### src/hw/rtl/vls_pkg.sv
package vls_pkg;

  localparam int MAX_LIGHTS = 8;
  localparam int IDX_W      = (MAX_LIGHTS > 1) ? $clog2(MAX_LIGHTS) : 1;
  localparam int CMP_W      = 6;

  localparam int ACC_W      = 15;
  localparam int SUM_W      = 18;
  localparam int DOT_W      = 34;
  localparam int DOT_MAG_W  = 30;
  localparam int PG_W       = 32;
  localparam int PROD_W     = DOT_MAG_W + PG_W;
  localparam int TERM_LSB   = 42;
  localparam int TERM_W     = PROD_W - TERM_LSB;
  localparam int ACC_SUM_W  = TERM_W + 1;
  localparam int SCALE_W    = 8 + ACC_W;

  localparam logic [ACC_W-1:0] ONE_Q14    = 15'd16384;
  localparam logic [ACC_W-1:0] INV_SQRT2  = 15'd11585;
  localparam logic [ACC_W-1:0] INV_SQRT3  = 15'd9459;
  localparam logic [ACC_W-1:0] TOTAL_MAX  = 15'd24576;
  localparam logic [ACC_W-1:0] AMB_MAX    = 15'd16384;
  localparam logic [ACC_W-1:0] AMB_RESET  = 15'd2458;
  localparam logic [15:0]      GAIN_MAX   = 16'd32768;
  localparam logic [15:0]      GAIN_RESET = 16'd13107;
  localparam logic [3:0]       CNT_RESET  = 4'd0;

  localparam logic [1:0] REG_AMBIENT = 2'd0;
  localparam logic [1:0] REG_GAIN    = 2'd1;
  localparam logic [1:0] REG_COUNT   = 2'd2;

  localparam logic OP_SHADE = 1'b0;
  localparam logic OP_LOAD  = 1'b1;

  localparam logic ST_SHADED  = 1'b0;
  localparam logic ST_MISSING = 1'b1;

  typedef struct packed {
    logic signed [1:0] sx;
    logic signed [1:0] sy;
    logic signed [1:0] sz;
    logic [ACC_W-1:0]  mag;
  } norm_t;

  typedef struct packed {
    logic               valid;
    logic               op;
    logic [2:0]         slot;
    logic signed [15:0] dir_x;
    logic signed [15:0] dir_y;
    logic signed [15:0] dir_z;
    logic [15:0]        power;
    logic               present;
    logic [7:0]         red;
    logic [7:0]         green;
    logic [7:0]         blue;
    logic [7:0]         alpha;
    norm_t              norm;
    logic [ACC_W-1:0]   acc;
  } tok_t;

  function automatic norm_t face_normal(input logic [5:0] m);
    norm_t n;
    logic [1:0] k;
    n.sx = signed'(2'({1'b0, m[3]}) - 2'({1'b0, m[2]}));
    n.sy = signed'(2'({1'b0, m[0]}) - 2'({1'b0, m[1]}));
    n.sz = signed'(2'({1'b0, m[4]}) - 2'({1'b0, m[5]}));
    k = 2'(m[3] ^ m[2]) + 2'(m[0] ^ m[1]) + 2'(m[4] ^ m[5]);
    unique case (k)
      2'd1:    n.mag = ONE_Q14;
      2'd2:    n.mag = INV_SQRT2;
      2'd3:    n.mag = INV_SQRT3;
      default: n.mag = '0;
    endcase
    return n;
  endfunction

endpackage

### src/hw/rtl/vls_cell.sv
module vls_cell (
  input  logic                       clk_i,
  input  logic                       rst_ni,
  input  logic                       adv_i,
  input  logic                       active_i,
  input  logic [vls_pkg::IDX_W-1:0]  cell_idx_i,
  input  logic [15:0]                gain_i,
  input  vls_pkg::tok_t              tok_i,
  output vls_pkg::tok_t              tok_o
);
  import vls_pkg::*;

  logic signed [15:0]      ent_x_q, ent_y_q, ent_z_q;
  logic [15:0]             ent_pow_q;
  logic [PG_W-1:0]         pg_q;
  tok_t                    tok_a_q, tok_b_q, tok_b_d;
  logic signed [DOT_W-1:0] dot_q, dot_d;
  logic signed [SUM_W-1:0] tx, ty, tz, sum_d;
  logic                    wr_en;
  logic [PROD_W-1:0]       prod;
  logic [TERM_W-1:0]       term;
  logic [ACC_SUM_W-1:0]    acc_sum;
  logic                    use_term;

  function automatic logic signed [SUM_W-1:0] pick(input logic signed [1:0] s,
                                                   input logic signed [15:0] d);
    logic signed [SUM_W-1:0] r;
    if (s == 2'sd1) begin
      r = SUM_W'(d);
    end else if (s == -2'sd1) begin
      r = -SUM_W'(d);
    end else begin
      r = '0;
    end
    return r;
  endfunction

  assign wr_en = adv_i && tok_i.valid && (tok_i.op == OP_LOAD) &&
                 (CMP_W'(tok_i.slot) == CMP_W'(cell_idx_i));

  always_ff @(posedge clk_i) begin
    if (wr_en) begin
      ent_x_q   <= tok_i.dir_x;
      ent_y_q   <= tok_i.dir_y;
      ent_z_q   <= tok_i.dir_z;
      ent_pow_q <= tok_i.power;
    end
    pg_q <= PG_W'(ent_pow_q) * PG_W'(gain_i);
  end

  always_comb begin
    tx    = pick(tok_i.norm.sx, ent_x_q);
    ty    = pick(tok_i.norm.sy, ent_y_q);
    tz    = pick(tok_i.norm.sz, ent_z_q);
    sum_d = tx + ty + tz;
    dot_d = DOT_W'(sum_d) * DOT_W'(signed'({1'b0, tok_i.norm.mag}));
  end

  always_comb begin
    prod     = PROD_W'(dot_q[DOT_MAG_W-1:0]) * PROD_W'(pg_q);
    term     = prod[PROD_W-1:TERM_LSB];
    use_term = (tok_a_q.op == OP_SHADE) && tok_a_q.present && active_i && (dot_q > 0);
    acc_sum  = ACC_SUM_W'(tok_a_q.acc) + (use_term ? ACC_SUM_W'(term) : '0);
    tok_b_d  = tok_a_q;
    if (acc_sum > ACC_SUM_W'(TOTAL_MAX)) begin
      tok_b_d.acc = TOTAL_MAX;
    end else begin
      tok_b_d.acc = acc_sum[ACC_W-1:0];
    end
  end

  always_ff @(posedge clk_i or negedge rst_ni) begin
    if (!rst_ni) begin
      tok_a_q <= '0;
      tok_b_q <= '0;
    end else if (adv_i) begin
      tok_a_q <= tok_i;
      tok_b_q <= tok_b_d;
    end
  end

  always_ff @(posedge clk_i) begin
    if (adv_i) begin
      dot_q <= dot_d;
    end
  end

  assign tok_o = tok_b_q;

endmodule

### config.mk
export PLATFORM = sky130hd
export DESIGN_NAME = vls_cell
export DESIGN_NICKNAME = d
export VERILOG_FILES = /design/src/hw/rtl/vls_pkg.sv /design/src/hw/rtl/vls_cell.sv
export SDC_FILE = /design/constraint.sdc
export NUM_CORES = 2
export LEC_CHECK = 0
export BUFFER_PORTS_ARGS = -buffer_cell sky130_fd_sc_hd__buf_2
export CAP_MARGIN = 20
export CORE_MARGIN = 4
export CORE_UTILIZATION = 42
export CTS_BUF_LIST = sky130_fd_sc_hd__clkbuf_16
export CTS_CLUSTER_SIZE = 10
export DETAILED_ROUTE_END_ITERATION = 10
export GPL_TIMING_DRIVEN = 0
export PLACE_DENSITY = 0.61
export SKIP_CTS_REPAIR_TIMING = 1
export SYNTH_ARGS = -nofsm -noshare
export SYNTH_HDL_FRONTEND = slang
export SYNTH_SLANG_ARGS = --single-unit
### constraint.sdc
create_clock -name clk_i -period 12.97 [get_ports clk_i]
set_input_delay 2.594 -clock clk_i [delete_from_list [all_inputs] [get_ports clk_i]]
set_output_delay 2.594 -clock clk_i [all_outputs]
set_load 0.01 [all_outputs]
==> results.md <==
- Critical path class: primary input to register
- Rows: 145
- Top area cells in the synthesized netlist: fa_1 (40%), dfrtp_1 (10%), ha_1 (8.9%)
- Critical path's largest stage delay: 0.69 ns
- Post-Syn Instances: 6,717
- Root buffer cell: clkbuf_16
- Outcome: finished, final reports clean
- Final nets: 9,042
- Top cell type's share of synthesized area: 39.8%
- Clk Latency, worst-skew pair: 0.63 ns
- Crit-path max FO: 10
- CTS tree: done
- Commonest cells after routing, fill and taps aside: inv_1 (1,441), fa_1 (1,320), nand2_1 (862)
- Total wire length: 200,000 um
- Setup Total Neg Slack: 0 ns
- Final Cycle Share: 96.6%
- # port buffers: 292
- Inserted Clock Buffers: 48
- Max-Cap Viols: 0
- DRT Pass-1 Iters: 5
- Fin. max-slew vios: 0
- Clock buffer depth: 3
- Final Hold Violating Endpoints: 0
- Crit path DAT: 12.87 ns
- Vias per cell: 5.17
- Final Instance Area: 72,400 um^2
- Final Util: 46.2%
- Clk sinks: 406
- CP Data Required Time: 13.31 ns
- Mapped cell area: 66,400 um^2
- Drt drc: 0
- Post-DRT Antenna Nets: 0
- Most common cell after layout, fill and taps aside: inv_1
- Worst-Margin Slew: 1.07 ns
- FF+latch count, synth: 406
- Grt ovf: 0
- Net Count, Synth: 8,669
- Hpwl dp: 168,000 um
- Vias in the first global route: 52,600
- Crit end category: register
- Headroom to the max-slew limit: 28.7%
- Starting DRT DRC Count: 2,966
- Largest net degree at the start of global routing: 126
- Synth Warn #: 0
- Wire per inst: 21.7 um
- Clk_skew: 0.0550 ns
- FMAX: 79.8 MHz
- Fin crit period: 12.53 ns
- Synth Flop Type: dfrtp_1
- Asr flop ratio synth: 68.0%
- Ratio of cells with drive above 1 in the final layout: 10.2%
- Post-Place Cells: 9,080
- Global-route wire length before repair: 313,000 um
- Placed Area: 70,600 um^2
- Register area share after synthesis: 15.8%
- Starting Density: 42.4%
- Core box area: 157,000 um^2
- H-tree Lvls: 2
- Routability cong.: 0.955
- Number of synthesized flops with an enable pin: 98
- Post-Layout Cell Count: 9,181
- Worst min path class: register to register
- Slowest cell on crit path: a2111oi_1
- Vias: 47,500
- Setup violations, final: 0
- Clk slew on worst S/H paths: 0.05 ns
- Critical Path Most Common Cell: fa_1
- Worst setup SP type: primary input
- P&R area growth vs syn: 9.04%
- Die Wd: 406 um
- Top Ports: 299
- Yosys top cell by area: fa_1
- Die H: 406 um
- Syn_area_per_cell: 9.88 um^2
- Die Area: 165,000 um^2
- Initial antenna violation count: 19
- Global Route Usage Sum: 25.0%
- Netlist cell types: 77
sequential cells by signal (all words and copies together) (netlist names):
name       flops
ent_z_q       16
tok_a_q      138
ent_y_q       16
tok_o        138
dot_q         34
ent_x_q       16
pg_q          32
ent_pow_q     16
worst max-delay path: cells and delay by family:
kind            cells  cell delay [ns]
xor+xnor            1             0.47
simple gates        6             0.78
compound gates     19             3.45
buf+inv             9             1.14
fa+ha+maj          10             4.37
kinds of logic after synthesis:
| kind of cell | synth area share (%) |
|---|---|
| simple gates | 14.7 |
| fa+ha+maj | 48.7 |
| buf+inv | 10.0 |
| compound gates | 4.40 |
| flops | 15.8 |
| mux | 4.46 |
| xor+xnor | 1.97 |
metrics by stage:
step | worst slack, ns | hold WS (ns)
after floorplan | 0.512 | 0.475
final | 0.437 | 0.483
after global placement | -2.50 | 0.472
after detailed placement | -2.34 | 0.470
after CTS | -1.70 | 0.487
after global routing | -0.0388 | 0.503
worst paths after layout:
path                            startpoint    endpoint  slack [ns]  cells after the start
max in group asynchronous           rst_ni   tok_o[83]        9.62                      3
worst max-delay path             tok_i[33]   dot_q[33]        0.44                     45
min in group asynchronous           rst_ni  tok_a_q[8]        1.87                      1
worst min register to register   tok_o[11]   tok_o[11]        0.48                      1
worst min-delay path             tok_o[11]   tok_o[11]        0.48                      1
worst max register to register    pg_q[16]    tok_o[4]        0.53                     37
synth_stat cells, drive strengths merged, types with 32 or more instances:
library cell and number:
dfrtp 276, fa 1320, mux2 261, nand3 45, edfxtp 98, clkbuf 334
nor2 72, nand2 862, ha 471, xnor2 118, o21ai 68, and2 734
a21o 52, inv 1422, dfxtp 32, a21oi 97
final cells by class:
class	instances	area [um^2]
Clock buffer	48	1200
Antenna cell	5	12.5
Clock inverter	30	239
Sequential cell	406	10500
Timing Repair Buffer	323	1760
Buffer	349	1390
Multi-Input combinational cell	4540	49400
Tap cell	2058	2570
Inverter	1422	5340
Fill cell	15100	84400
metal layers:
metal | vias up | track usage, % | part of all wire [%]
li1 | 21000 | - | -
met1 | 24400 | 31.9 | 40
met2 | 1618 | 42.5 | 48
met3 | 391 | 4.13 | 6.9
met4 | 16 | 9.78 | 4.7
met5 | - | 0 | 0.043
Power is not shown: default switching activity piles up to over one toggle a cycle in this logic, so the estimate is an artifact.
