### src/hw/rtl/vls_pkg.sv
package vls_pkg;

  localparam int MAX_LIGHTS = 8;
  localparam int IDX_W      = (MAX_LIGHTS > 1) ? $clog2(MAX_LIGHTS) : 1;
  localparam int CMP_W      = 6;

  localparam int ACC_W      = 15;
  localparam int SUM_W      = 18;
  localparam int DOT_W      = 34;
  localparam int DOT_MAG_W  = 30;
  localparam int PG_W       = 32;
  localparam int PROD_W     = DOT_MAG_W + PG_W;
  localparam int TERM_LSB   = 42;
  localparam int TERM_W     = PROD_W - TERM_LSB;
  localparam int ACC_SUM_W  = TERM_W + 1;
  localparam int SCALE_W    = 8 + ACC_W;

  localparam logic [ACC_W-1:0] ONE_Q14    = 15'd16384;
  localparam logic [ACC_W-1:0] INV_SQRT2  = 15'd11585;
  localparam logic [ACC_W-1:0] INV_SQRT3  = 15'd9459;
  localparam logic [ACC_W-1:0] TOTAL_MAX  = 15'd24576;
  localparam logic [ACC_W-1:0] AMB_MAX    = 15'd16384;
  localparam logic [ACC_W-1:0] AMB_RESET  = 15'd2458;
  localparam logic [15:0]      GAIN_MAX   = 16'd32768;
  localparam logic [15:0]      GAIN_RESET = 16'd13107;
  localparam logic [3:0]       CNT_RESET  = 4'd0;

  localparam logic [1:0] REG_AMBIENT = 2'd0;
  localparam logic [1:0] REG_GAIN    = 2'd1;
  localparam logic [1:0] REG_COUNT   = 2'd2;

  localparam logic OP_SHADE = 1'b0;
  localparam logic OP_LOAD  = 1'b1;

  localparam logic ST_SHADED  = 1'b0;
  localparam logic ST_MISSING = 1'b1;

  typedef struct packed {
    logic signed [1:0] sx;
    logic signed [1:0] sy;
    logic signed [1:0] sz;
    logic [ACC_W-1:0]  mag;
  } norm_t;

  typedef struct packed {
    logic               valid;
    logic               op;
    logic [2:0]         slot;
    logic signed [15:0] dir_x;
    logic signed [15:0] dir_y;
    logic signed [15:0] dir_z;
    logic [15:0]        power;
    logic               present;
    logic [7:0]         red;
    logic [7:0]         green;
    logic [7:0]         blue;
    logic [7:0]         alpha;
    norm_t              norm;
    logic [ACC_W-1:0]   acc;
  } tok_t;

  function automatic norm_t face_normal(input logic [5:0] m);
    norm_t n;
    logic [1:0] k;
    n.sx = signed'(2'({1'b0, m[3]}) - 2'({1'b0, m[2]}));
    n.sy = signed'(2'({1'b0, m[0]}) - 2'({1'b0, m[1]}));
    n.sz = signed'(2'({1'b0, m[4]}) - 2'({1'b0, m[5]}));
    k = 2'(m[3] ^ m[2]) + 2'(m[0] ^ m[1]) + 2'(m[4] ^ m[5]);
    unique case (k)
      2'd1:    n.mag = ONE_Q14;
      2'd2:    n.mag = INV_SQRT2;
      2'd3:    n.mag = INV_SQRT3;
      default: n.mag = '0;
    endcase
    return n;
  endfunction

endpackage

### src/hw/rtl/vls_out.sv
module vls_out (
  input  logic          clk_i,
  input  logic          rst_ni,
  input  logic          adv_i,
  input  vls_pkg::tok_t tok_i,
  output logic          out_valid_o,
  output logic          status_o,
  output logic [7:0]    out_red_o,
  output logic [7:0]    out_green_o,
  output logic [7:0]    out_blue_o,
  output logic [7:0]    out_alpha_o
);
  import vls_pkg::*;

  logic       valid_q;
  logic       status_q, status_d;
  logic [7:0] red_q, green_q, blue_q, alpha_q;
  logic [7:0] red_d, green_d, blue_d, alpha_d;

  function automatic logic [7:0] scale(input logic [7:0] c, input logic [ACC_W-1:0] t);
    logic [SCALE_W-1:0] p;
    logic [SCALE_W-15:0] v;
    p = SCALE_W'(c) * SCALE_W'(t);
    v = p[SCALE_W-1:14];
    return (v > (SCALE_W-14)'(255)) ? 8'd255 : v[7:0];
  endfunction

  always_comb begin
    if (tok_i.present) begin
      status_d = ST_SHADED;
      red_d    = scale(tok_i.red, tok_i.acc);
      green_d  = scale(tok_i.green, tok_i.acc);
      blue_d   = scale(tok_i.blue, tok_i.acc);
      alpha_d  = tok_i.alpha;
    end else begin
      status_d = ST_MISSING;
      red_d    = '0;
      green_d  = '0;
      blue_d   = '0;
      alpha_d  = '0;
    end
  end

  always_ff @(posedge clk_i or negedge rst_ni) begin
    if (!rst_ni) begin
      valid_q <= 1'b0;
    end else if (adv_i) begin
      valid_q <= tok_i.valid && (tok_i.op == OP_SHADE);
    end
  end

  always_ff @(posedge clk_i) begin
    if (adv_i) begin
      status_q <= status_d;
      red_q    <= red_d;
      green_q  <= green_d;
      blue_q   <= blue_d;
      alpha_q  <= alpha_d;
    end
  end

  assign out_valid_o = valid_q;
  assign status_o    = status_q;
  assign out_red_o   = red_q;
  assign out_green_o = green_q;
  assign out_blue_o  = blue_q;
  assign out_alpha_o = alpha_q;

endmodule

### config.mk
export PLATFORM = sky130hd
export DESIGN_NAME = vls_out
export DESIGN_NICKNAME = d
export VERILOG_FILES = /design/src/hw/rtl/vls_pkg.sv /design/src/hw/rtl/vls_out.sv
export SDC_FILE = /design/constraint.sdc
export NUM_CORES = 1
export LEC_CHECK = 0
export BUFFER_PORTS_ARGS = -buffer_cell sky130_fd_sc_hd__buf_4
export CAP_MARGIN = 20
export CORE_ASPECT_RATIO = 0.5
export CORE_MARGIN = 4
export CORE_UTILIZATION = 45
export CTS_BUF_LIST = sky130_fd_sc_hd__clkbuf_8 sky130_fd_sc_hd__clkbuf_16
export DETAILED_ROUTE_END_ITERATION = 8
export MAX_ROUTING_LAYER = met4
export PLACE_DENSITY = 0.74
export SLEW_MARGIN = 0
export SYNTH_ARGS = -nofsm -noshare
export SYNTH_HDL_FRONTEND = slang
export SYNTH_SLANG_ARGS = --single-unit
### constraint.sdc
create_clock -name clk_i -period 0.8 [get_ports clk_i]
set_input_delay 0.12 -clock clk_i [delete_from_list [all_inputs] [get_ports clk_i]]
set_output_delay 0.12 -clock clk_i [all_outputs]
set_load 0.02 [all_outputs]
==> impl_metrics.prom, run 1 <==
# TYPE chip_impl_metric gauge
chip_impl_info{name="outcome",value="complete, but fails checks"} 1
chip_impl_info{name="violations_in_the_final_reports",value="negative setup slack"} 1
chip_impl_metric{name="timing.clock.skew",unit="ns"} 0
chip_impl_metric{name="cts_made_buffers",unit=""} 5
chip_impl_metric{name="track_usage",unit=""} 0.213
chip_impl_metric{name="asyncSetResetFlopFracSynth",unit=""} 0.0294
chip_impl_metric{name="fp.dieW",unit="um"} 236
chip_impl_metric{name="multi_input_gate_area",unit="um2"} 9960
chip_impl_metric{name="netlist_instances",unit=""} 1245
chip_impl_metric{name="finalWorstSetupSlack",unit="ns"} -3.63
chip_impl_metric{name="final_net_count",unit=""} 1964
chip_impl_metric{name="syn_avg_cell_area",unit="um2"} 9.39
chip_impl_metric{name="die_y",unit="um"} 122
chip_impl_metric{name="timing.slew.headroom",unit=""} 0.657
chip_impl_metric{name="route.antenna.remaining_nets",unit=""} 0
chip_impl_metric{name="maximum_number_of_pins_on_one_net_before_global_route_repair",unit=""} 25
chip_impl_metric{name="placed_cells_incl_taps",unit=""} 1775
chip_impl_info{name="cp_top_family",value="adder cells"} 1
chip_impl_metric{name="sequential_cell_area",unit="um2"} 1020
chip_impl_metric{name="die_area",unit="um2"} 28800
chip_impl_metric{name="design.core.area",unit="um2"} 25400
chip_impl_metric{name="critical-path-max-stage-delay",unit="ns"} 0.54
chip_impl_metric{name="finalSetupViolations",unit=""} 58
chip_impl_metric{name="dp_hpwl",unit="mm"} 23.1
chip_impl_metric{name="grt_antenna_before_repair",unit=""} 0
chip_impl_metric{name="synth_area",unit="um2"} 11700
chip_impl_metric{name="leakage",unit="nW"} 7.60
chip_impl_metric{name="fmaxAchievable",unit="MHz"} 226
chip_impl_info{name="rsz0062_at_grt",value="true"} 1
chip_impl_metric{name="reg_to_reg_slack_setup",unit="ns"} 0.16
chip_impl_metric{name="dr_total_vias",unit=""} 9281
chip_impl_metric{name="ioPinCount",unit=""} 175
chip_impl_metric{name="maximum_fanout_encountered_on_the_critical_timing_path",unit=""} 14
chip_impl_metric{name="io_buffer_count",unit=""} 86
chip_impl_metric{name="fillCellCount",unit=""} 1983
chip_impl_info{name="ys.flop_type",value="sky130_fd_sc_hd__edfxtp_1"} 1
chip_impl_metric{name="cp.arrival",unit="ns"} 4.46
chip_impl_metric{name="antenna-diode-count",unit=""} 0
chip_impl_metric{name="syn_to_final_growth",unit="%"} 29.6
chip_impl_metric{name="worst_r2r_path_depth",unit=""} 2
chip_impl_metric{name="gp_congestion",unit=""} 0.907
chip_impl_metric{name="first_iter_violations",unit=""} 607
chip_impl_metric{name="ctsHtreeMaxLevel",unit=""} 2
chip_impl_metric{name="timing.final.crit_share",unit=""} 5.54
chip_impl_metric{name="yosys.area.top_type_share",unit=""} 0.396
chip_impl_metric{name="cp_num_buf_inv",unit=""} 4
chip_impl_metric{name="yosys_cell_types",unit=""} 51
chip_impl_metric{name="placementRows",unit=""} 41
chip_impl_info{name="crit_type",value="input port to flip-flop"} 1
chip_impl_metric{name="clock_insertion_delay_at_the_later_pin_of_the_skew_report",unit="ns"} 0.27
chip_impl_metric{name="first_pass_grt_wire_length",unit="mm"} 49.4
chip_impl_info{name="clk_root_buffer_cell",value="sky130_fd_sc_hd__clkbuf_16"} 1
chip_impl_metric{name="globalRoute.totalOverflow",unit=""} 0
chip_impl_metric{name="drt-total-wl",unit="mm"} 29.7
chip_impl_metric{name="number_of_synthesized_flops_with_an_enable_pin",unit=""} 33
chip_impl_metric{name="tightestPinTransition",unit="ns"} 0.509
chip_impl_metric{name="power_density",unit="nW/um2"} 2440
chip_impl_metric{name="numClockSinks",unit=""} 34
chip_impl_metric{name="yosysWarnings",unit=""} 0
chip_impl_metric{name="route.detailed.drc",unit=""} 0
chip_impl_metric{name="timing_hold_violations_final",unit=""} 0
chip_impl_metric{name="mappedNetlistNets",unit=""} 1737
chip_impl_info{name="crit_top_cell",value="sky130_fd_sc_hd__fa_1"} 1
chip_impl_info{name="critical_register_to_register_path_startpoint",value="out_valid_o"} 1
chip_impl_metric{name="avgRoutedWirePerCell",unit="um"} 16.3
chip_impl_metric{name="seq_area_frac_synth",unit=""} 0.0869
chip_impl_info{name="cp_cell_sequence",value="buf_12, buf_12, and2_1, fa_1, fa_1, fa_1, inv_1, fa_1, inv_2, ha_4, a211oi_2, o21ai_1, o211ai_1, a31o_4, o211ai_1, a31oi_2, xnor2_4, o21a_1"} 1
chip_impl_metric{name="drt-vias-per-instance",unit=""} 5.11
chip_impl_info{name="cp-end-kind",value="flip-flop"} 1
chip_impl_metric{name="yosys_register_bits",unit=""} 34
chip_impl_metric{name="cp_data_required_time",unit="ns"} 0.82
chip_impl_metric{name="grt_pass1_vias",unit=""} 10300
chip_impl_metric{name="holdPathStages",unit=""} 3
chip_impl_metric{name="time_the_final_worst_path_needs_with_i_o_delays_and_setup",unit="ns"} 4.43
chip_impl_info{name="cts_tree",value="yes"} 1
chip_impl_info{name="synth_top_cell_by_area",value="sky130_fd_sc_hd__fa_1"} 1
chip_impl_metric{name="finalNonFillerCells",unit=""} 1817
chip_impl_info{name="regToRegEndpoint",value="out_valid_o"} 1
chip_impl_info{name="post-synth-top-count-cell",value="sky130_fd_sc_hd__and2_1"} 1
chip_impl_info{name="min_to",value="out_valid_o"} 1
chip_impl_info{name="synth_top_cells_by_count",value="sky130_fd_sc_hd__and2_1, sky130_fd_sc_hd__inv_1, sky130_fd_sc_hd__fa_1"} 1
chip_impl_metric{name="cts.reportedPaths.clkPinSlew",unit="ns"} 0.05
chip_impl_info{name="critPathSlowestCell",value="sky130_fd_sc_hd__fa_1"} 1
chip_impl_metric{name="post-layout-total-power",unit="mW"} 36.9
chip_impl_metric{name="timing.max_cap.violations",unit=""} 0
chip_impl_metric{name="vdd_ir_drop_max",unit="uV"} 1710
chip_impl_info{name="min-delay-path-class",value="input port to flip-flop"} 1
chip_impl_metric{name="post_route_cells_drive_above_1_share",unit=""} 0.274
chip_impl_metric{name="start_util",unit=""} 0.460
chip_impl_info{name="critPathLaunchType",value="input port"} 1
chip_impl_info{name="ys_top_cells_by_area",value="sky130_fd_sc_hd__fa_1, sky130_fd_sc_hd__and2_1, sky130_fd_sc_hd__ha_1"} 1
chip_impl_metric{name="detailedRoute.firstPassIterationCount",unit=""} 5
chip_impl_metric{name="max-clock-path-buffers",unit=""} 2
chip_impl_metric{name="final-max-slew-violation-count",unit=""} 0
chip_impl_info{name="worstHoldStart",value="tok_i[137]"} 1
[state kept, by name, summed over array words and instances (netlist names)]
signal,count
out_blue_o,8
out_red_o,8
out_alpha_o,8
out_green_o,8
out_valid_o,1
status_o,1
[how the worst max path moves through the flow]
stage | startpoint | endpoint | slack [ns] | depth (start not counted)
detailed placement | tok_i[4] | out_red_o[6] | -4.04 | 18
global route | tok_i[2] | out_red_o[7] | -3.84 | 18
global placement | tok_i[6] | out_blue_o[5] | -3.94 | 17
finish | tok_i[2] | out_red_o[1] | -3.63 | 18
floorplan | tok_i[0] | out_green_o[7] | -3.63 | 17
CTS | tok_i[59] | out_green_o[7] | -3.64 | 17
[cells by family after synthesis]
group / share of synthesized area
simple gates: 0.206
compound gates: 0.0636
fa+ha+maj: 0.524
flops: 0.0869
xor+xnor: 0.0207
buf+inv: 0.0989
[worst register-to-register path, cell delays in order (launching register included)]
cell                      delay [ns]
sky130_fd_sc_hd__dfrtp_1        0.39
sky130_fd_sc_hd__inv_1          0.05
sky130_fd_sc_hd__o21ai_0        0.07
[placed cells by master (no fill, tap or decap), drive strengths merged, types with 6 or more instances in the layout]
cell / count
fa: 231
clkbuf: 8
and2: 300
nand2: 76
o211ai: 6
o21ai: 15
buf: 274
ha: 120
a21oi: 28
nand4: 6
o21a: 27
xor2: 11
nor2: 20
inv: 250
edfxtp: 33
nand3: 6
xnor2: 14
[per-layer routing]
| layer | GRT usage | up-vias | share of wire |
|---|---|---|---|
| met5 | - | - | 0 |
| met4 | 0.0524 | 0 | 0.024 |
| met3 | 0.0115 | 61 | 0.036 |
| met2 | 0.370 | 213 | 0.51 |
| met1 | 0.278 | 4780 | 0.43 |
| li1 | - | 4227 | - |
[where the power goes]
group          leakage, nW  switching, mW  total (mW)  internal [mW]
Sequential           0.331          0.303        3.23           2.93
Clock               0.0748          0.697        1.83           1.13
Combinational         7.19           16.1        31.9           15.7
Total                 7.60           17.1        36.9           19.8
[through the flow]
stage          cell area, um2  hold WS [ns]  setup WS, ns   util  setup TNS [ns]
5_1_grt                 15100         0.123         -3.84  0.597          -94.42
2_1_floorplan           12000        -0.176         -3.63      -          -83.03
4_1_cts                 14700        0.0984         -3.64  0.580          -90.26
3_3_place_gp            13900        -0.105         -3.94  0.548          -93.41
6_report                15100        0.0978         -3.63  0.597          -89.47
3_5_place_dp            13900        -0.102         -4.04  0.548          -95.96
[final cells by class]
| cell class | instances | area share |
|---|---|---|
| clock inverters | 3 | 0.000909 |
| flip-flops and latches | 34 | 0.0671 |
| repair buffers | 279 | 0.176 |
| inverters | 249 | 0.0617 |
| multi-input cells | 903 | 0.658 |
| well taps | 344 | 0.0284 |
| clock buffers | 5 | 0.00826 |
[repair_timing]
| action | 4_1_cts | 5_1_grt |
|---|---|---|
| endpoints found under the hold margin | 1 | 0 |
| hold buffers | 1 | 0 |
| gates cloned | 4 | 3 |
| endpoints found under the setup margin | 58 | 58 |
| gates resized for setup | 123 | 67 |
| pin swaps | 75 | 54 |
| setup buffers | 17 | 9 |
Power figures use the tool's default switching activity.
==> run 2: changes to the inputs <==
- clock period: 0.8 -> 4.56 ns (I/O delays scaled with it)
==> run 2 against run 1 <==
The flow still finishes with violations (negative setup slack). Critical path type unchanged. Largest power group unchanged. Sequential share of layout area increased by 0.18 points. Global-route usage increased by 0.47 points. First-iteration DRC count decreased by 25%. Routed wire length decreased by 1.3%. Cell area decreased by 2.6%. Non-clock buffer count decreased by 24.
==> impl_metrics.prom, run 2 (synthesis results as in run 1) <==
# TYPE chip_impl_metric gauge
chip_impl_metric{name="gp_congestion",unit=""} 0.906
chip_impl_metric{name="die_area",unit="um2"} 28800
chip_impl_metric{name="finalSetupViolations",unit=""} 24
chip_impl_metric{name="final-max-slew-violation-count",unit=""} 0
chip_impl_metric{name="route.detailed.drc",unit=""} 0
chip_impl_metric{name="syn_to_final_growth",unit="%"} 26.2
chip_impl_metric{name="maximum_fanout_encountered_on_the_critical_timing_path",unit=""} 8
chip_impl_metric{name="cell_internal_pwr",unit="mW"} 3.40
chip_impl_metric{name="clock_insertion_delay_at_the_later_pin_of_the_skew_report",unit="ns"} 0.27
chip_impl_metric{name="globalRoute.totalOverflow",unit=""} 0
chip_impl_metric{name="design.core.area",unit="um2"} 25400
chip_impl_metric{name="avgRoutedWirePerCell",unit="um"} 16.3
chip_impl_metric{name="cts_made_buffers",unit=""} 5
chip_impl_info{name="cp_cell_sequence",value="buf_12, buf_6, buf_6, and2_4, fa_2, fa_2, fa_1, inv_2, fa_1, inv_1, ha_1, o211ai_1, o21bai_1, nand3_2, a31o_4, o211ai_1, a31oi_2, xnor2_4, o21a_1"} 1
chip_impl_metric{name="timing_hold_violations_final",unit=""} 0
chip_impl_metric{name="power.switching",unit="mW"} 2.99
chip_impl_metric{name="placed_cell_area",unit="um2"} 13800
chip_impl_metric{name="vdd_ir_drop_max",unit="uV"} 276
chip_impl_metric{name="start_util",unit=""} 0.460
chip_impl_info{name="cp-end-kind",value="flip-flop"} 1
chip_impl_info{name="min-delay-path-class",value="input port to async pin"} 1
chip_impl_metric{name="cp.arrival",unit="ns"} 5.01
chip_impl_metric{name="time_the_final_worst_path_needs_with_i_o_delays_and_setup",unit="ns"} 4.97
chip_impl_info{name="outcome",value="complete, but fails checks"} 1
chip_impl_metric{name="timing.slew.headroom",unit=""} 0.578
chip_impl_metric{name="final_cell_area",unit="um2"} 14800
chip_impl_info{name="crit_type",value="input port to flip-flop"} 1
chip_impl_metric{name="fp.dieW",unit="um"} 236
chip_impl_metric{name="timing.clock.skew",unit="ns"} 0
chip_impl_metric{name="first_iter_violations",unit=""} 454
chip_impl_metric{name="cts-hold-fix-buffers",unit=""} 0
chip_impl_metric{name="timing.max_cap.violations",unit=""} 0
chip_impl_info{name="rsz0062_at_grt",value="true"} 1
chip_impl_metric{name="grt_pass1_vias",unit=""} 10300
chip_impl_metric{name="route.antenna.remaining_nets",unit=""} 0
chip_impl_metric{name="placementRows",unit=""} 41
chip_impl_metric{name="ioPinCount",unit=""} 175
chip_impl_metric{name="cp_data_required_time",unit="ns"} 4.59
chip_impl_metric{name="sequential_cell_area",unit="um2"} 1020
chip_impl_metric{name="finalWorstSetupSlack",unit="ns"} -0.413
chip_impl_metric{name="antenna-diode-count",unit=""} 0
chip_impl_metric{name="detailedRoute.firstPassIterationCount",unit=""} 5
chip_impl_metric{name="max-clock-path-buffers",unit=""} 2
chip_impl_metric{name="fmaxAchievable",unit="MHz"} 201
chip_impl_metric{name="grt_antenna_before_repair",unit=""} 0
chip_impl_metric{name="die_y",unit="um"} 122
chip_impl_info{name="clk_root_buffer_cell",value="sky130_fd_sc_hd__clkbuf_16"} 1
chip_impl_info{name="layout_common_cells",value="sky130_fd_sc_hd__and2_1, sky130_fd_sc_hd__inv_1, sky130_fd_sc_hd__fa_1, sky130_fd_sc_hd__buf_4, sky130_fd_sc_hd__ha_1"} 1
chip_impl_metric{name="fillCellCount",unit=""} 2052
chip_impl_metric{name="power_density",unit="nW/um2"} 433
chip_impl_metric{name="io_buffer_count",unit=""} 86
chip_impl_info{name="critical_register_to_register_path_startpoint",value="out_valid_o"} 1
chip_impl_metric{name="postLayoutCoreUtil",unit=""} 0.581
chip_impl_metric{name="first_pass_grt_wire_length",unit="mm"} 49.9
chip_impl_info{name="critical_path.startpoint",value="tok_i[5]"} 1
chip_impl_metric{name="maximum_number_of_pins_on_one_net_before_global_route_repair",unit=""} 36
chip_impl_metric{name="comb_power_share",unit=""} 0.863
chip_impl_metric{name="timing.final.crit_share",unit=""} 1.09
chip_impl_info{name="critPathSlowestCell",value="sky130_fd_sc_hd__fa_2"} 1
chip_impl_metric{name="leakage",unit="nW"} 7.37
chip_impl_info{name="critPathLaunchType",value="input port"} 1
chip_impl_metric{name="reg_to_reg_slack_setup",unit="ns"} 3.93
chip_impl_metric{name="cp_num_buf_inv",unit=""} 5
chip_impl_info{name="cts_tree",value="yes"} 1
chip_impl_metric{name="hold_slack",unit="ns"} 0.171
chip_impl_metric{name="drt-total-wl",unit="mm"} 29.3
chip_impl_metric{name="multi_input_gate_area",unit="um2"} 9950
chip_impl_info{name="final_common_cell",value="sky130_fd_sc_hd__and2_1"} 1
chip_impl_metric{name="critical-path-max-stage-delay",unit="ns"} 0.56
chip_impl_metric{name="drt-vias-per-instance",unit=""} 5.07
chip_impl_metric{name="cts.reportedPaths.clkPinSlew",unit="ns"} 0.05
chip_impl_metric{name="dp_hpwl",unit="mm"} 23.1
chip_impl_metric{name="power.share.switching",unit=""} 0.468
chip_impl_metric{name="dr_total_vias",unit=""} 9095
chip_impl_metric{name="sequentialPowerShare",unit=""} 0.086
chip_impl_info{name="violations_in_the_final_reports",value="negative setup slack"} 1
chip_impl_metric{name="tightestPinTransition",unit="ns"} 0.627
chip_impl_metric{name="track_usage",unit=""} 0.217
chip_impl_info{name="cp_top_family",value="adder cells"} 1
chip_impl_metric{name="numClockSinks",unit=""} 34
chip_impl_metric{name="power.clock.fraction",unit=""} 0.051
chip_impl_metric{name="final_net_count",unit=""} 1940
chip_impl_metric{name="ctsHtreeMaxLevel",unit=""} 2
chip_impl_metric{name="post_route_cells_drive_above_1_share",unit=""} 0.264
-- run 2: cell types whose count changed in the layout (fill, tap and decap cells not counted), sizes merged --
cell,delta
dlygate4sd3,-1
inv,-1
buf,-19
clkbuf,-3
clkinvlp,+1
bufbuf,-1
-- run 2: area by class of cell --
cell class / instances / area share
tap: 344 / 0.0292
inverter: 249 / 0.0634
sequential: 34 / 0.0689
clock buffer: 5 / 0.00848
timing repair buffer: 255 / 0.154
multi-input combinational: 903 / 0.675
clock inverter: 3 / 0.00110
-- run 2: routing by layer --
layer  share of wire  global-route usage  wire (um)  vias up
met4           0.031              0.0674        914        0
met1            0.43               0.280      12700     4610
met2            0.50               0.375      14600      222
met3           0.039              0.0149       1130       72
met5               0                   -          0        -
li1                -                   -          -     4191
-- run 2: repair_timing --
item	4_1_cts	5_1_grt
cloned	5	0
gates resized for setup	127	25
pin swaps	67	29
setup buffers	11	6
endpoints found under the setup margin	24	24
-- run 2: power groups by stage --
stage	registers, mW	clock network, mW	logic (mW)
after floorplan	0.683	0	3.07
after global placement	0.552	0	4.75
after detailed placement	0.553	0	4.97
after CTS	0.550	0.337	5.35
after global routing	0.558	0.348	6.16
final	0.548	0.326	5.51
-- run 2: stage by stage --
stage	TNS [ns]	power (mW)	std cells	setup slack [ns]
after floorplan	-6.33	3.75	1245	-0.432
after global placement	-16.24	5.30	1765	-0.741
after detailed placement	-19.17	5.52	1765	-0.887
after CTS	-7.70	6.24	1789	-0.370
after global routing	-12.44	7.07	1793	-0.598
final	-8.81	6.39	1793	-0.413
-- run 2: worst paths after layout --
kind                                end  cells after the start
min in group clk_i          out_valid_o                      2
min                         out_valid_o                      1
min reg2reg                 out_valid_o                      2
max                        out_red_o[1]                     19
max in group asynchronous   out_valid_o                      1
max reg2reg                 out_valid_o                      2
-- run 2: worst reg2reg max path: stages, from the launching register on --
cell                      delay (ns)
sky130_fd_sc_hd__dfrtp_1        0.37
sky130_fd_sc_hd__inv_1          0.05
sky130_fd_sc_hd__o21ai_0        0.07
==> run 3: changes to the inputs <==
- BUFFER_PORTS_ARGS: -buffer_cell sky130_fd_sc_hd__buf_4 -> -buffer_cell sky130_fd_sc_hd__clkbuf_2
==> run 3 against run 2 <==
Die area unchanged. Clock power fell by 2%. Critical endpoint unchanged. Sequential cell count unchanged. Critical path depth did not move. Sequential power is essentially flat. Utilization shrank 1.7 points. The flow still finishes with violations (negative setup slack). Clock skew did not move. First-iteration DRC count rose by 2.9%. Combinational power is 5.3% lower. Routed wire length shrank 6.2%.
==> impl_metrics.prom, run 3 (synthesis results as in run 1) <==
# TYPE chip_impl_metric gauge
chip_impl_metric{name="dp_hpwl",unit="mm"} 22.7
chip_impl_metric{name="cp.arrival",unit="ns"} 5.04
chip_impl_info{name="critical_register_to_register_path_startpoint",value="out_valid_o"} 1
chip_impl_metric{name="avgRoutedWirePerCell",unit="um"} 15.4
chip_impl_metric{name="comb_power_share",unit=""} 0.858
chip_impl_metric{name="die_y",unit="um"} 122
chip_impl_info{name="regToRegEndpoint",value="out_valid_o"} 1
chip_impl_metric{name="dr_total_vias",unit=""} 8881
chip_impl_info{name="critical_path.startpoint",value="tok_i[7]"} 1
chip_impl_metric{name="finalWorstSetupSlack",unit="ns"} -0.457
chip_impl_info{name="cp_cell_sequence",value="clkbuf_16, buf_12, buf_12, and2_4, fa_1, fa_1, fa_1, inv_2, fa_1, inv_2, ha_4, o21ai_1, o21ai_1, o211ai_1, a31o_4, o211ai_1, a31oi_1, xnor2_2, o21a_1"} 1
chip_impl_metric{name="grt_pass1_vias",unit=""} 9832
chip_impl_metric{name="timing.final.crit_share",unit=""} 1.10
chip_impl_metric{name="cp_num_buf_inv",unit=""} 5
chip_impl_info{name="worstSetupEndpoint",value="out_red_o[1]"} 1
chip_impl_metric{name="first_iter_violations",unit=""} 467
chip_impl_metric{name="fmaxAchievable",unit="MHz"} 199
chip_impl_metric{name="post-place-ws",unit="ns"} -0.942
chip_impl_metric{name="tightestPinTransition",unit="ns"} 0.914
chip_impl_metric{name="power.switching",unit="mW"} 2.87
chip_impl_metric{name="final_net_count",unit=""} 1934
chip_impl_info{name="cp-end-kind",value="flip-flop"} 1
chip_impl_metric{name="gp_congestion",unit=""} 0.904
chip_impl_metric{name="design.core.area",unit="um2"} 25400
chip_impl_metric{name="sequential_cell_area",unit="um2"} 1020
chip_impl_metric{name="cts.reportedPaths.clkPinSlew",unit="ns"} 0.05
chip_impl_info{name="busiest_layer",value="met2"} 1
chip_impl_info{name="layout_common_cells",value="sky130_fd_sc_hd__and2_1, sky130_fd_sc_hd__inv_1, sky130_fd_sc_hd__fa_1"} 1
chip_impl_metric{name="power_density",unit="nW/um2"} 424
chip_impl_metric{name="power.share.switching",unit=""} 0.472
chip_impl_info{name="critPathLaunchType",value="input port"} 1
chip_impl_metric{name="sequentialPowerShare",unit=""} 0.090
chip_impl_metric{name="placementRows",unit=""} 41
chip_impl_metric{name="fp.dieW",unit="um"} 236
chip_impl_metric{name="track_usage",unit=""} 0.202
chip_impl_metric{name="globalRouteMet1Util",unit=""} 0.263
chip_impl_metric{name="start_util",unit=""} 0.460
chip_impl_metric{name="vdd_ir_drop_max",unit="uV"} 297
chip_impl_metric{name="clock_insertion_delay_at_the_later_pin_of_the_skew_report",unit="ns"} 0.27
chip_impl_metric{name="numClockSinks",unit=""} 34
chip_impl_metric{name="maximum_number_of_pins_on_one_net_before_global_route_repair",unit=""} 36
chip_impl_metric{name="max-clock-path-buffers",unit=""} 2
chip_impl_metric{name="syn_to_final_growth",unit="%"} 22.6
chip_impl_metric{name="finalSetupViolations",unit=""} 24
chip_impl_info{name="critPathSlowestCell",value="sky130_fd_sc_hd__fa_1"} 1
chip_impl_info{name="final_common_cell",value="sky130_fd_sc_hd__and2_1"} 1
chip_impl_metric{name="cts-hold-fix-buffers",unit=""} 0
chip_impl_metric{name="grt_antenna_before_repair",unit=""} 0
chip_impl_metric{name="timing.clock.skew",unit="ns"} 0
chip_impl_metric{name="cp_data_required_time",unit="ns"} 4.59
chip_impl_metric{name="global_route_met2_utilization",unit=""} 0.346
chip_impl_metric{name="leakage",unit="nW"} 7.27
chip_impl_info{name="min-delay-path-class",value="input port to async pin"} 1
chip_impl_metric{name="maximum_fanout_encountered_on_the_critical_timing_path",unit=""} 8
chip_impl_metric{name="timing_hold_violations_final",unit=""} 0
chip_impl_metric{name="finalNonFillerCells",unit=""} 1787
chip_impl_metric{name="drt-vias-per-instance",unit=""} 4.97
chip_impl_info{name="crit_type",value="input port to flip-flop"} 1
chip_impl_metric{name="postLayoutCoreUtil",unit=""} 0.564
chip_impl_metric{name="final-max-slew-violation-count",unit=""} 0
chip_impl_metric{name="first_pass_grt_wire_length",unit="mm"} 46.8
chip_impl_metric{name="io_buffer_count",unit=""} 86
chip_impl_metric{name="reg_to_reg_slack_setup",unit="ns"} 3.92
chip_impl_info{name="clk_root_buffer_cell",value="sky130_fd_sc_hd__clkbuf_16"} 1
chip_impl_info{name="cts_tree",value="yes"} 1
chip_impl_info{name="cp_top_family",value="adder cells"} 1
chip_impl_info{name="violations_in_the_final_reports",value="negative setup slack"} 1
chip_impl_metric{name="timing.slew.headroom",unit=""} 0.391
chip_impl_metric{name="ioPinCount",unit=""} 175
chip_impl_info{name="outcome",value="complete, but fails checks"} 1
chip_impl_metric{name="cell_internal_pwr",unit="mW"} 3.21
chip_impl_info{name="crit_top_cell",value="sky130_fd_sc_hd__fa_1"} 1
chip_impl_metric{name="die_area",unit="um2"} 28800
chip_impl_metric{name="post_route_cells_drive_above_1_share",unit=""} 0.236
chip_impl_metric{name="multi_input_gate_area",unit="um2"} 9840
chip_impl_metric{name="route.antenna.remaining_nets",unit=""} 0
chip_impl_info{name="rsz0062_at_grt",value="true"} 1
chip_impl_metric{name="drt-total-wl",unit="mm"} 27.5
chip_impl_metric{name="globalRoute.totalOverflow",unit=""} 0
chip_impl_metric{name="placed_cells_incl_taps",unit=""} 1766
chip_impl_metric{name="post-layout-total-power",unit="mW"} 6.08
chip_impl_metric{name="ctsHtreeMaxLevel",unit=""} 2
chip_impl_metric{name="power.clock.fraction",unit=""} 0.053
chip_impl_metric{name="groute.layer.met3.usage",unit=""} 0.0176
chip_impl_metric{name="logic_depth_of_the_worst_path_buffers_included",unit=""} 19
chip_impl_metric{name="worst_r2r_path_depth",unit=""} 2
chip_impl_metric{name="cts_made_buffers",unit=""} 5
chip_impl_metric{name="timing.max_cap.violations",unit=""} 0
chip_impl_metric{name="route.detailed.drc",unit=""} 0
chip_impl_metric{name="time_the_final_worst_path_needs_with_i_o_delays_and_setup",unit="ns"} 5.02
chip_impl_metric{name="critical-path-max-stage-delay",unit="ns"} 0.57
chip_impl_metric{name="fillCellCount",unit=""} 2163
chip_impl_metric{name="antenna-diode-count",unit=""} 0
chip_impl_metric{name="detailedRoute.firstPassIterationCount",unit=""} 5
[run 3: cell count changes in the layout (fill, tap and decap cells not counted), sizes merged]
cell | previous run | this run
buf | 255 | 171
clkbuf | 5 | 83
clkinvlp | 1 | 0
inv | 249 | 250
[run 3: worst min path at each step]
| stage | depth (start not counted) | startpoint | to | slack, ns |
|---|---|---|---|---|
| after floorplan | 0 | rst_ni | out_valid_o | 0.39 |
| after CTS | 1 | rst_ni | out_valid_o | 0.16 |
| after detailed placement | 1 | rst_ni | out_valid_o | 0.46 |
| after global routing | 1 | rst_ni | out_valid_o | 0.16 |
| final | 1 | rst_ni | out_valid_o | 0.17 |
| after global placement | 1 | rst_ni | out_valid_o | 0.46 |
[run 3: power by group through the flow]
| stage | logic, mW | registers, mW | clock network (mW) |
|---|---|---|---|
| 2_1_floorplan | 3.07 | 0.683 | 0 |
| 3_5_place_dp | 4.79 | 0.550 | 0 |
| 4_1_cts | 5.09 | 0.546 | 0.331 |
| 5_1_grt | 5.88 | 0.554 | 0.345 |
| 3_3_place_gp | 4.64 | 0.550 | 0 |
| 6_report | 5.22 | 0.545 | 0.320 |
[run 3: worst register-to-register path, stage by stage (launching register included)]
cell and delay (ns):
sky130_fd_sc_hd__dfrtp_1 0.37, sky130_fd_sc_hd__inv_1 0.05, sky130_fd_sc_hd__o21ai_0 0.07
[run 3: final cells by class]
class / count / area share
Clock inverter: 3 / 0.000961
Inverter: 249 / 0.0652
Clock buffer: 5 / 0.00873
Sequential cell: 34 / 0.0709
Tap cell: 344 / 0.0300
Multi-Input combinational cell: 903 / 0.687
Timing Repair Buffer: 249 / 0.137
[run 3: routing by layer]
metal,vias to the layer above,routed length (um)
met3,47,1130
met5,-,0
met2,196,13600
met1,4477,12100
met4,0,643
li1,4161,-
[run 3: metrics by stage]
stage | instance area (um2) | hold slack, ns | setup TNS [ns]
final | 14300 | 0.172 | -9.49
after global routing | 14300 | 0.162 | -13.45
after CTS | 14100 | 0.164 | -9.99
after detailed placement | 13600 | 0.460 | -21.39
after global placement | 13600 | 0.459 | -19.20
after floorplan | 12000 | 0.388 | -6.33
[run 3: timing repair]
action	4_1_cts	5_1_grt
pin swaps	48	26
endpoints found under the setup margin	24	24
buffers inserted	7	4
gates cloned	0	3
resized for setup	76	38
